[src/sv/h264ns_pkg.sv]
// Shared types and constants for the H.264 start code NAL splitter.
`timescale 1ns / 1ps

package h264ns_pkg;

    localparam int MAX_SAMPLE_BYTES = 1048576;
    localparam int POS_W            = $clog2(MAX_SAMPLE_BYTES + 1);
    localparam int FIELD_W          = 20;

    localparam int QDEPTH = 4;
    localparam int QPTR_W = $clog2(QDEPTH);
    localparam int QCNT_W = $clog2(QDEPTH + 1);

    localparam logic [7:0] ZERO_BYTE  = 8'h00;
    localparam logic [7:0] START_BYTE = 8'h01;
    localparam logic [7:0] TYPE_MASK  = 8'h1f;
    localparam logic [7:0] TYPE_AUD   = 8'h09;
    localparam logic [7:0] TYPE_IDR   = 8'h05;
    localparam logic [2:0] SKIP_AFTER = 3'd5;
    localparam int         WIN_LAST   = 5;

    typedef struct packed {
        logic               valid;
        logic [FIELD_W-1:0] offset;
        logic [FIELD_W-1:0] length;
        logic [FIELD_W-1:0] index;
        logic               eos;
        logic               key;
        logic [FIELD_W-1:0] count;
    } t_result;

    // One queue entry holds everything a single input byte produced.
    typedef struct packed {
        logic    has_frag;
        logic    has_end;
        t_result frag;
        t_result fin;
    } t_entry;

endpackage

[src/sv/h264ns_front.sv]
// Front end: byte window, start code detection and fragment bookkeeping.
`timescale 1ns / 1ps

module h264ns_front import h264ns_pkg::*; (
    input  logic         i_clk,
    input  logic         i_rst_n,
    input  logic         i_accept,
    input  logic [7:0]   i_data_byte,
    input  logic         i_last_byte,
    input  logic         i_clean_point,
    output logic         o_push,
    output t_entry       o_entry
);

    logic [7:0]         r_win [0:WIN_LAST-1];
    logic [POS_W-1:0]   r_pos;
    logic [2:0]         r_skip;
    logic [FIELD_W-1:0] r_fcnt;
    logic [FIELD_W-1:0] r_open;
    logic               r_idr;

    logic [7:0]         w [0:WIN_LAST];
    logic               in_range;
    logic               checked;
    logic               scan;
    logic               p4;
    logic               p3;
    logic               found;
    logic [7:0]         hdr;
    logic [FIELD_W-1:0] c_pos;
    logic [POS_W-1:0]   n_pos;
    logic [2:0]         n_skip;
    logic [FIELD_W-1:0] n_fcnt;
    logic [FIELD_W-1:0] n_open;
    logic               n_idr;
    logic               key;

    always_comb begin
        for (int k = 0; k < WIN_LAST; k++) begin
            w[k] = r_win[k];
        end
        w[WIN_LAST] = i_data_byte;
    end

    assign in_range = (r_pos < POS_W'(MAX_SAMPLE_BYTES));
    assign checked  = in_range && (r_pos >= POS_W'(WIN_LAST));
    assign scan     = checked && (r_skip == 3'd0);
    assign c_pos    = FIELD_W'(r_pos) - FIELD_W'(WIN_LAST);

    assign p4 = (w[0] == ZERO_BYTE) && (w[1] == ZERO_BYTE) && (w[2] == ZERO_BYTE)
             && (w[3] == START_BYTE) && ((w[4] & TYPE_MASK) != TYPE_AUD);
    assign p3 = (w[0] == ZERO_BYTE) && (w[1] == ZERO_BYTE) && (w[2] == START_BYTE)
             && ((w[3] & TYPE_MASK) != TYPE_AUD);
    assign found = scan && (p4 || p3);
    assign hdr   = p4 ? w[4] : w[3];

    always_comb begin
        n_pos  = in_range ? r_pos + POS_W'(1) : r_pos;
        n_skip = r_skip;
        n_fcnt = r_fcnt;
        n_open = r_open;
        n_idr  = r_idr;
        if (checked && (r_skip != 3'd0)) begin
            n_skip = r_skip - 3'd1;
        end
        if (found) begin
            n_skip = SKIP_AFTER;
            n_fcnt = r_fcnt + FIELD_W'(1);
            n_open = c_pos + (p4 ? FIELD_W'(4) : FIELD_W'(3));
            if ((hdr & TYPE_MASK) == TYPE_IDR) begin
                n_idr = 1'b1;
            end
        end
    end

    assign key = i_clean_point || n_idr;

    always_comb begin
        o_entry = '0;
        o_entry.has_frag = found && (r_fcnt != '0);
        o_entry.has_end  = i_last_byte;
        if (o_entry.has_frag) begin
            o_entry.frag.valid  = 1'b1;
            o_entry.frag.offset = r_open;
            o_entry.frag.length = c_pos - r_open;
            o_entry.frag.index  = r_fcnt - FIELD_W'(1);
        end
        o_entry.fin.eos = 1'b1;
        o_entry.fin.key = key;
        if (n_fcnt != '0) begin
            o_entry.fin.valid  = 1'b1;
            o_entry.fin.offset = n_open;
            o_entry.fin.length = FIELD_W'(n_pos) - n_open;
            o_entry.fin.index  = n_fcnt - FIELD_W'(1);
            o_entry.fin.count  = n_fcnt;
        end
    end

    assign o_push = i_accept && (o_entry.has_frag || o_entry.has_end);

    always_ff @(posedge i_clk) begin
        if (!i_rst_n) begin
            for (int k = 0; k < WIN_LAST; k++) begin
                r_win[k] <= '0;
            end
            r_pos  <= '0;
            r_skip <= '0;
            r_fcnt <= '0;
            r_open <= '0;
            r_idr  <= 1'b0;
        end else if (i_accept) begin
            if (i_last_byte) begin
                // Every sample starts from a clean window and counters.
                for (int k = 0; k < WIN_LAST; k++) begin
                    r_win[k] <= '0;
                end
                r_pos  <= '0;
                r_skip <= '0;
                r_fcnt <= '0;
                r_open <= '0;
                r_idr  <= 1'b0;
            end else begin
                if (in_range) begin
                    for (int k = 0; k < WIN_LAST; k++) begin
                        r_win[k] <= w[k+1];
                    end
                end
                r_pos  <= n_pos;
                r_skip <= n_skip;
                r_fcnt <= n_fcnt;
                r_open <= n_open;
                r_idr  <= n_idr;
            end
        end
    end

endmodule

[src/sv/h264ns_queue.sv]
// Short entry queue between the scanning front end and the result back end.
`timescale 1ns / 1ps

module h264ns_queue import h264ns_pkg::*; (
    input  logic   i_clk,
    input  logic   i_rst_n,
    input  logic   i_push,
    input  t_entry i_entry,
    input  logic   i_pop,
    output logic   o_full,
    output logic   o_empty,
    output t_entry o_head
);

    t_entry            r_mem [0:QDEPTH-1];
    logic [QPTR_W-1:0] r_wr;
    logic [QPTR_W-1:0] r_rd;
    logic [QCNT_W-1:0] r_cnt;
    logic              do_push;
    logic              do_pop;

    assign o_full  = (r_cnt == QCNT_W'(QDEPTH));
    assign o_empty = (r_cnt == '0);
    assign o_head  = r_mem[r_rd];
    assign do_push = i_push && !o_full;
    assign do_pop  = i_pop && !o_empty;

    always_ff @(posedge i_clk) begin
        if (do_push) begin
            r_mem[r_wr] <= i_entry;
        end
    end

    always_ff @(posedge i_clk) begin
        if (!i_rst_n) begin
            r_wr  <= '0;
            r_rd  <= '0;
            r_cnt <= '0;
        end else begin
            if (do_push) begin
                r_wr <= r_wr + QPTR_W'(1);
            end
            if (do_pop) begin
                r_rd <= r_rd + QPTR_W'(1);
            end
            if (do_push && !do_pop) begin
                r_cnt <= r_cnt + QCNT_W'(1);
            end else if (do_pop && !do_push) begin
                r_cnt <= r_cnt - QCNT_W'(1);
            end
        end
    end

endmodule

[src/sv/h264ns_back.sv]
// Back end: unpacks queue entries into single results in an output register.
`timescale 1ns / 1ps

module h264ns_back import h264ns_pkg::*; (
    input  logic    i_clk,
    input  logic    i_rst_n,
    input  logic    i_q_empty,
    input  t_entry  i_q_head,
    output logic    o_q_pop,
    input  logic    i_pop,
    output logic    o_empty,
    output t_result o_result
);

    t_entry r_ent;
    logic   r_busy;
    logic   r_at_end;
    logic   finishing;

    // The entry is done when its end result, or its only result, is taken.
    assign finishing = r_busy && i_pop && (r_at_end || !r_ent.has_end);
    assign o_q_pop   = !i_q_empty && (!r_busy || finishing);
    assign o_empty   = !r_busy;
    assign o_result  = r_at_end ? r_ent.fin : r_ent.frag;

    always_ff @(posedge i_clk) begin
        if (o_q_pop) begin
            r_ent <= i_q_head;
        end
    end

    always_ff @(posedge i_clk) begin
        if (!i_rst_n) begin
            r_busy   <= 1'b0;
            r_at_end <= 1'b0;
        end else if (o_q_pop) begin
            r_busy   <= 1'b1;
            r_at_end <= !i_q_head.has_frag;
        end else if (finishing) begin
            r_busy   <= 1'b0;
        end else if (r_busy && i_pop) begin
            r_at_end <= 1'b1;
        end
    end

endmodule

[src/sv/h264_start_code_nal_splitter.sv]
// Top level of the H.264 Annex B start code scanner and NAL fragment splitter.
// Usage:
//   Input channel: one sample byte per transaction on i_data_byte, with
//   i_last_byte on the final byte and i_clean_point read with that byte.
//   A transaction completes on an edge with i_push high and o_full low.
//   Result channel: while o_empty is low the oldest result is on the o_ ports;
//   it is taken on an edge with i_pop high.
//   A found fragment is reported when the next start code or the end of the
//   sample fixes its length; the last byte always gives an end-of-sample
//   result carrying the key-frame flag and the fragment count.
// Timing: one byte per cycle is accepted while o_full is low. A result passes
//   through the queue and then the back end's output register. A byte that
//   yields two results holds the output until both are taken; a four-entry queue absorbs such bursts.
// Stalls: when i_pop stays low the queue fills and o_full rises, holding off
//   the sender; nothing is dropped.
// Reset: synchronous, active low; clears the scan state and empties the
//   queue and the output register.
`timescale 1ns / 1ps

module h264_start_code_nal_splitter import h264ns_pkg::*; (
    input  logic               i_clk,
    input  logic               i_rst_n,
    input  logic               i_push,
    output logic               o_full,
    input  logic [7:0]         i_data_byte,
    input  logic               i_last_byte,
    input  logic               i_clean_point,
    output logic               o_empty,
    input  logic               i_pop,
    output logic               o_fragment_valid,
    output logic [FIELD_W-1:0] o_fragment_offset,
    output logic [FIELD_W-1:0] o_fragment_length,
    output logic [FIELD_W-1:0] o_fragment_index,
    output logic               o_end_of_sample,
    output logic               o_key_frame,
    output logic [FIELD_W-1:0] o_fragment_count
);

    logic    accept;
    logic    push;
    t_entry  entry;
    logic    q_empty;
    t_entry  q_head;
    logic    q_pop;
    t_result result;

    assign accept = i_push && !o_full;

    h264ns_front u_front (
        .i_clk         (i_clk),
        .i_rst_n       (i_rst_n),
        .i_accept      (accept),
        .i_data_byte   (i_data_byte),
        .i_last_byte   (i_last_byte),
        .i_clean_point (i_clean_point),
        .o_push        (push),
        .o_entry       (entry)
    );

    h264ns_queue u_queue (
        .i_clk   (i_clk),
        .i_rst_n (i_rst_n),
        .i_push  (push),
        .i_entry (entry),
        .i_pop   (q_pop),
        .o_full  (o_full),
        .o_empty (q_empty),
        .o_head  (q_head)
    );

    h264ns_back u_back (
        .i_clk     (i_clk),
        .i_rst_n   (i_rst_n),
        .i_q_empty (q_empty),
        .i_q_head  (q_head),
        .o_q_pop   (q_pop),
        .i_pop     (i_pop),
        .o_empty   (o_empty),
        .o_result  (result)
    );

    assign o_fragment_valid  = result.valid;
    assign o_fragment_offset = result.offset;
    assign o_fragment_length = result.length;
    assign o_fragment_index  = result.index;
    assign o_end_of_sample   = result.eos;
    assign o_key_frame       = result.key;
    assign o_fragment_count  = result.count;

endmodule

[config.mk]
export PLATFORM = sky130hd
export DESIGN_NAME = h264_start_code_nal_splitter
export DESIGN_NICKNAME = d
export VERILOG_FILES = /design/src/sv/h264ns_pkg.sv /design/src/sv/h264ns_front.sv /design/src/sv/h264ns_queue.sv /design/src/sv/h264ns_back.sv /design/src/sv/h264_start_code_nal_splitter.sv
export SDC_FILE = /design/constraint.sdc
export NUM_CORES = 1
export LEC_CHECK = 0
export BUFFER_PORTS_ARGS = -buffer_cell sky130_fd_sc_hd__buf_2
export CAP_MARGIN = 30
export CORE_ASPECT_RATIO = 0.8
export CORE_MARGIN = 5
export CORE_UTILIZATION = 55
export CTS_CLUSTER_DIAMETER = 40
export DETAILED_ROUTE_END_ITERATION = 16
export PLACE_DENSITY_LB_ADDON = 0.12
export SETUP_SLACK_MARGIN = 0.1
export SLEW_MARGIN = 20
export SYNTH_ARGS = -nofsm -noshare
export SYNTH_HDL_FRONTEND = slang
export SYNTH_SLANG_ARGS = --single-unit
[constraint.sdc]
create_clock -name i_clk -period 19.1 [get_ports i_clk]
set_input_delay 0.955 -clock i_clk [delete_from_list [all_inputs] [get_ports i_clk]]
set_output_delay 0.955 -clock i_clk [all_outputs]
set_load 0.01 [all_outputs]
==> impl_metrics.toml <==
[run_status]
outcome = "completed"

[worst_hold_path]
whs_path_depth = 2
min_to = "u_front.r_open[4]"
worst_hold_startpoint = "u_front.r_open[4]"
hold_path.class = "register to register"

[cells_and_area]
antenna-diode-count = 0
most_used_cells_in_the_layout_excluding_fill_and_tap_cells = "edfxtp_1, nor2_1, mux4_2"
layout.nets = 2444
fin_cells = 3301
layout_cells_sized_above_1_pct = 21.6
mostFrequentLayoutCell = "edfxtp_1"
syn2layout_area_growth_pct = 13.7

[drt]
wirelength_um = 79200
antenna_violating_nets_left = 0
route.detailed.wl_per_inst_um = 24.0
drt_drc_violations_left = 0
num_vias = 19800
drt_iter0_drc = 1860
drt-pass1-iter-count = 5
avgViaCountPerCell = 6.00

[synthesis]
synth_edf_count = 760
ys_types = 78
synth_top_cell_by_area = "edfxtp_1"
synth-main-ff-cell = "edfxtp_1"
synth.net_count = 2336
synth_top_cell_area_share_pct = 64.1
synth_seq_area_share_pct = 68.4
yosys-top-cells-area = "edfxtp_1, mux4_2, dfxtp_1"
async_reset_ff_share_pct = 0
synth_warnings = 0
syn-mean-instance-area_um2 = 15.7
synth.ff_latch_count = 836
synthesis.area_um2 = 35600
syn_inst = 2263

[timing]
finalWorstPathRequiredPeriod_ps = 6020
tightest_slew_ps = 977
setup_violations = 0
fin_crit_sh_pct = 31.5
maxSlewViolCount = 0
timing.final.hold_violations = 0
timing.fmax_mhz = 166
skew_ps = 19.7
setup_total_negative_slack_ps = 0
grt_setup_unrepaired = "no"
slew_headroom_pct = 34.7

[place]
placed_instance_count = 3113
post-dp-hpwl_um = 49400
port_buffers = 98
gp_routability_congestion = 0.870

[critical_path]
rr_worst_depth = 21
cp_num_buf_inv = 0
worst-path-max-fanout = 6
timing_worst_setup_path_type = "register to register"
worst_r2r_startpoint = "u_front.r_win[0][25]"
cpMostUsedCell = "a21oi_1"
cp_data_arrival_time_ps = 6390
critPathTopFamily = "compound AO/OA/AOI/OAI gates"
critical-path-max-stage-delay_ps = 530
required_time_at_the_endpoint_of_the_critical_path_ps = 19480
crit_path_top_delay_cell = "a21oi_1"
rr_endpoint = "u_queue.r_mem[2][57]"
critPathCaptureType = "register"
crit_path_start_kind = "register"
worstPathCellList = "nor4b_1 -> o2111ai_1 -> nor3_1 -> nand3_1 -> ha_1 -> a21o_1 -> a21oi_1 -> a211oi_1 -> nand3_1 -> a211o_1 -> xor2_1 -> nor2_1 -> a21oi_1 -> ha_1 -> and3_1 -> and3_1 -> a41oi_1 -> o21ai_1 -> o221ai_2 -> a21oi_1 -> nor3_1"
rrSetupSlack_ps = 13090

[global_routing]
global_route_wire_length_before_repair_um = 120000
global_route.overflow_total = 0
antenna_found_initial = 1
grt_start_max_net_pins = 150
global_route.usage.total_pct = 22.6
number_of_global_route_vias_before_repair = 19300

[pwr]
pwr-share-comb_pct = 17.3
power.density_cell_area_nw_per_um2 = 129
power_frac_seq_pct = 46.0
total_switching_power_uw = 1330
switching_share_pct = 25.5
power.leakage_uw = 0.0145
worst_ir_drop_vdd_uv = 210
power_report.internal_total_uw = 3880
total_power_uw = 5210
clkPwrFrac_pct = 36.7

[floorplanning]
design.core.area_um2 = 64200
fp.dieW_um = 294
placement_rows = 83
floorplan.initialDensity_pct = 55.5
fp.dieArea_um2 = 69900
ios = 99
dieHeight_um = 238

[clocking]
ctsResizeCount = 0
number_of_hold_buffers_added_after_cts = 0
clkTransAtPathRegs_ps = 60
clockBufferDepth = 3
htreeDepth = 3
cts_tree = "built"
cts_setup_buffers = 0
cts_sinks = 836
cts-buffers-inserted = 100
clk_root_buffer_cell = "clkbuf_16"
clock_insertion_delay_worst_skew_ps = 630

[job]
max_cap_violations = 0
[flip-flops by register name, summed over array words and instances (netlist names), named ones only]
name / flops
u_back.r_ent: 144
u_queue.r_cnt: 3
u_front.r_idr: 1
u_front.r_fcnt: 20
u_queue.r_mem: 576
u_back.r_at_end: 1
u_back.r_busy: 1
u_front.r_pos: 21
u_front.r_skip: 3
u_queue.r_rd: 2
u_front.r_open: 20
u_queue.r_wr: 2
u_front.r_win: 40
[worst register-to-register path, stage by stage, from the launching register on]
cell       delay, ps
edfxtp_1         400
nor4b_1          430
o2111ai_1        270
nor3_1           230
nand3_1          290
ha_1             380
a21o_1           100
a21oi_1           90
a211oi_1         350
nand3_1          230
a211o_1          370
xor2_1           160
nor2_1            50
a21oi_1          530
ha_1             420
and3_1           230
and3_1           180
a41oi_1          150
o21ai_1          150
o221ai_2         230
a21oi_1          140
nor3_1           380
[layer usage]
metal / routed length (um) / track usage [%] / up-vias
met4: 1130 / 4.39 / 2
li1: - / - / 8876
met5: 13 / 0 / -
met3: 6020 / 4.30 / 93
met2: 33900 / 31.3 / 727
met1: 38200 / 37.9 / 10100
[worst max path at each step]
stage	start	end	depth (start not counted)	slack [ps]
CTS	u_front.r_win[0][26]	u_queue.r_mem[1][70]	10	13130
detailed placement	u_front.r_win[0][26]	u_queue.r_mem[1][137]	10	13150
finish	u_front.r_win[0][25]	u_queue.r_mem[2][57]	21	13090
global route	u_front.r_win[0][26]	u_queue.r_mem[1][57]	21	12580
floorplan	i_pop	u_queue.r_cnt[2]	9	9310
global placement	u_front.r_win[0][33]	u_queue.r_mem[0][56]	20	13240
[cell type report]
type,instances,area [um2]
flip-flops and latches,836,24400
fillers,4631,23700
multi-input cells,1233,10500
clock buffers,114,2580
well taps,850,1060
repair buffers,129,853
clock inverters,68,805
inverters,71,267
[synth_stat cells, drive strengths merged (20+ instances only)]
library cell / count
edfxtp: 760
nor2: 173
mux4: 144
nand2: 98
o21ai: 90
xnor2: 87
clkbuf: 82
dfxtp: 76
inv: 70
and3: 61
mux2: 61
ha: 55
and2: 53
nor3: 52
a21oi: 47
xor2: 42
buf: 41
nand3: 32
nor2b: 29
nor4: 22
mux2i: 20
[power by group through the flow]
stage / clock, uW / combinational, uW / sequential [uW]
detailed placement: 0 / 914 / 2440
finish: 1910 / 903 / 2400
global route: 2030 / 981 / 2420
global placement: 0 / 903 / 2430
CTS: 1940 / 918 / 2400
floorplan: 0 / 620 / 2430
[kinds of logic after synthesis]
logic type / synth area share, %
AOI/OAI and AO/OA: 4.14
xor gates and xnor gates: 3.20
adders and majority gates: 2.16
buffers and inverters: 2.11
DFF: 68.4
muxes: 11.6
and+or+nand+nor: 8.36
[metrics by stage]
step                setup WS (ps)  hold slack, ps  instance area, um2  util [%]
finish                      13090             459               40500      63.0
global route                12580             510               40500      63.0
CTS                         13130             455               40300      62.9
detailed placement          13150             444               37000      57.6
global placement            13240             438               36900      57.5
floorplan                    9310             425               35600         -
(Power assumes the default switching activity.)
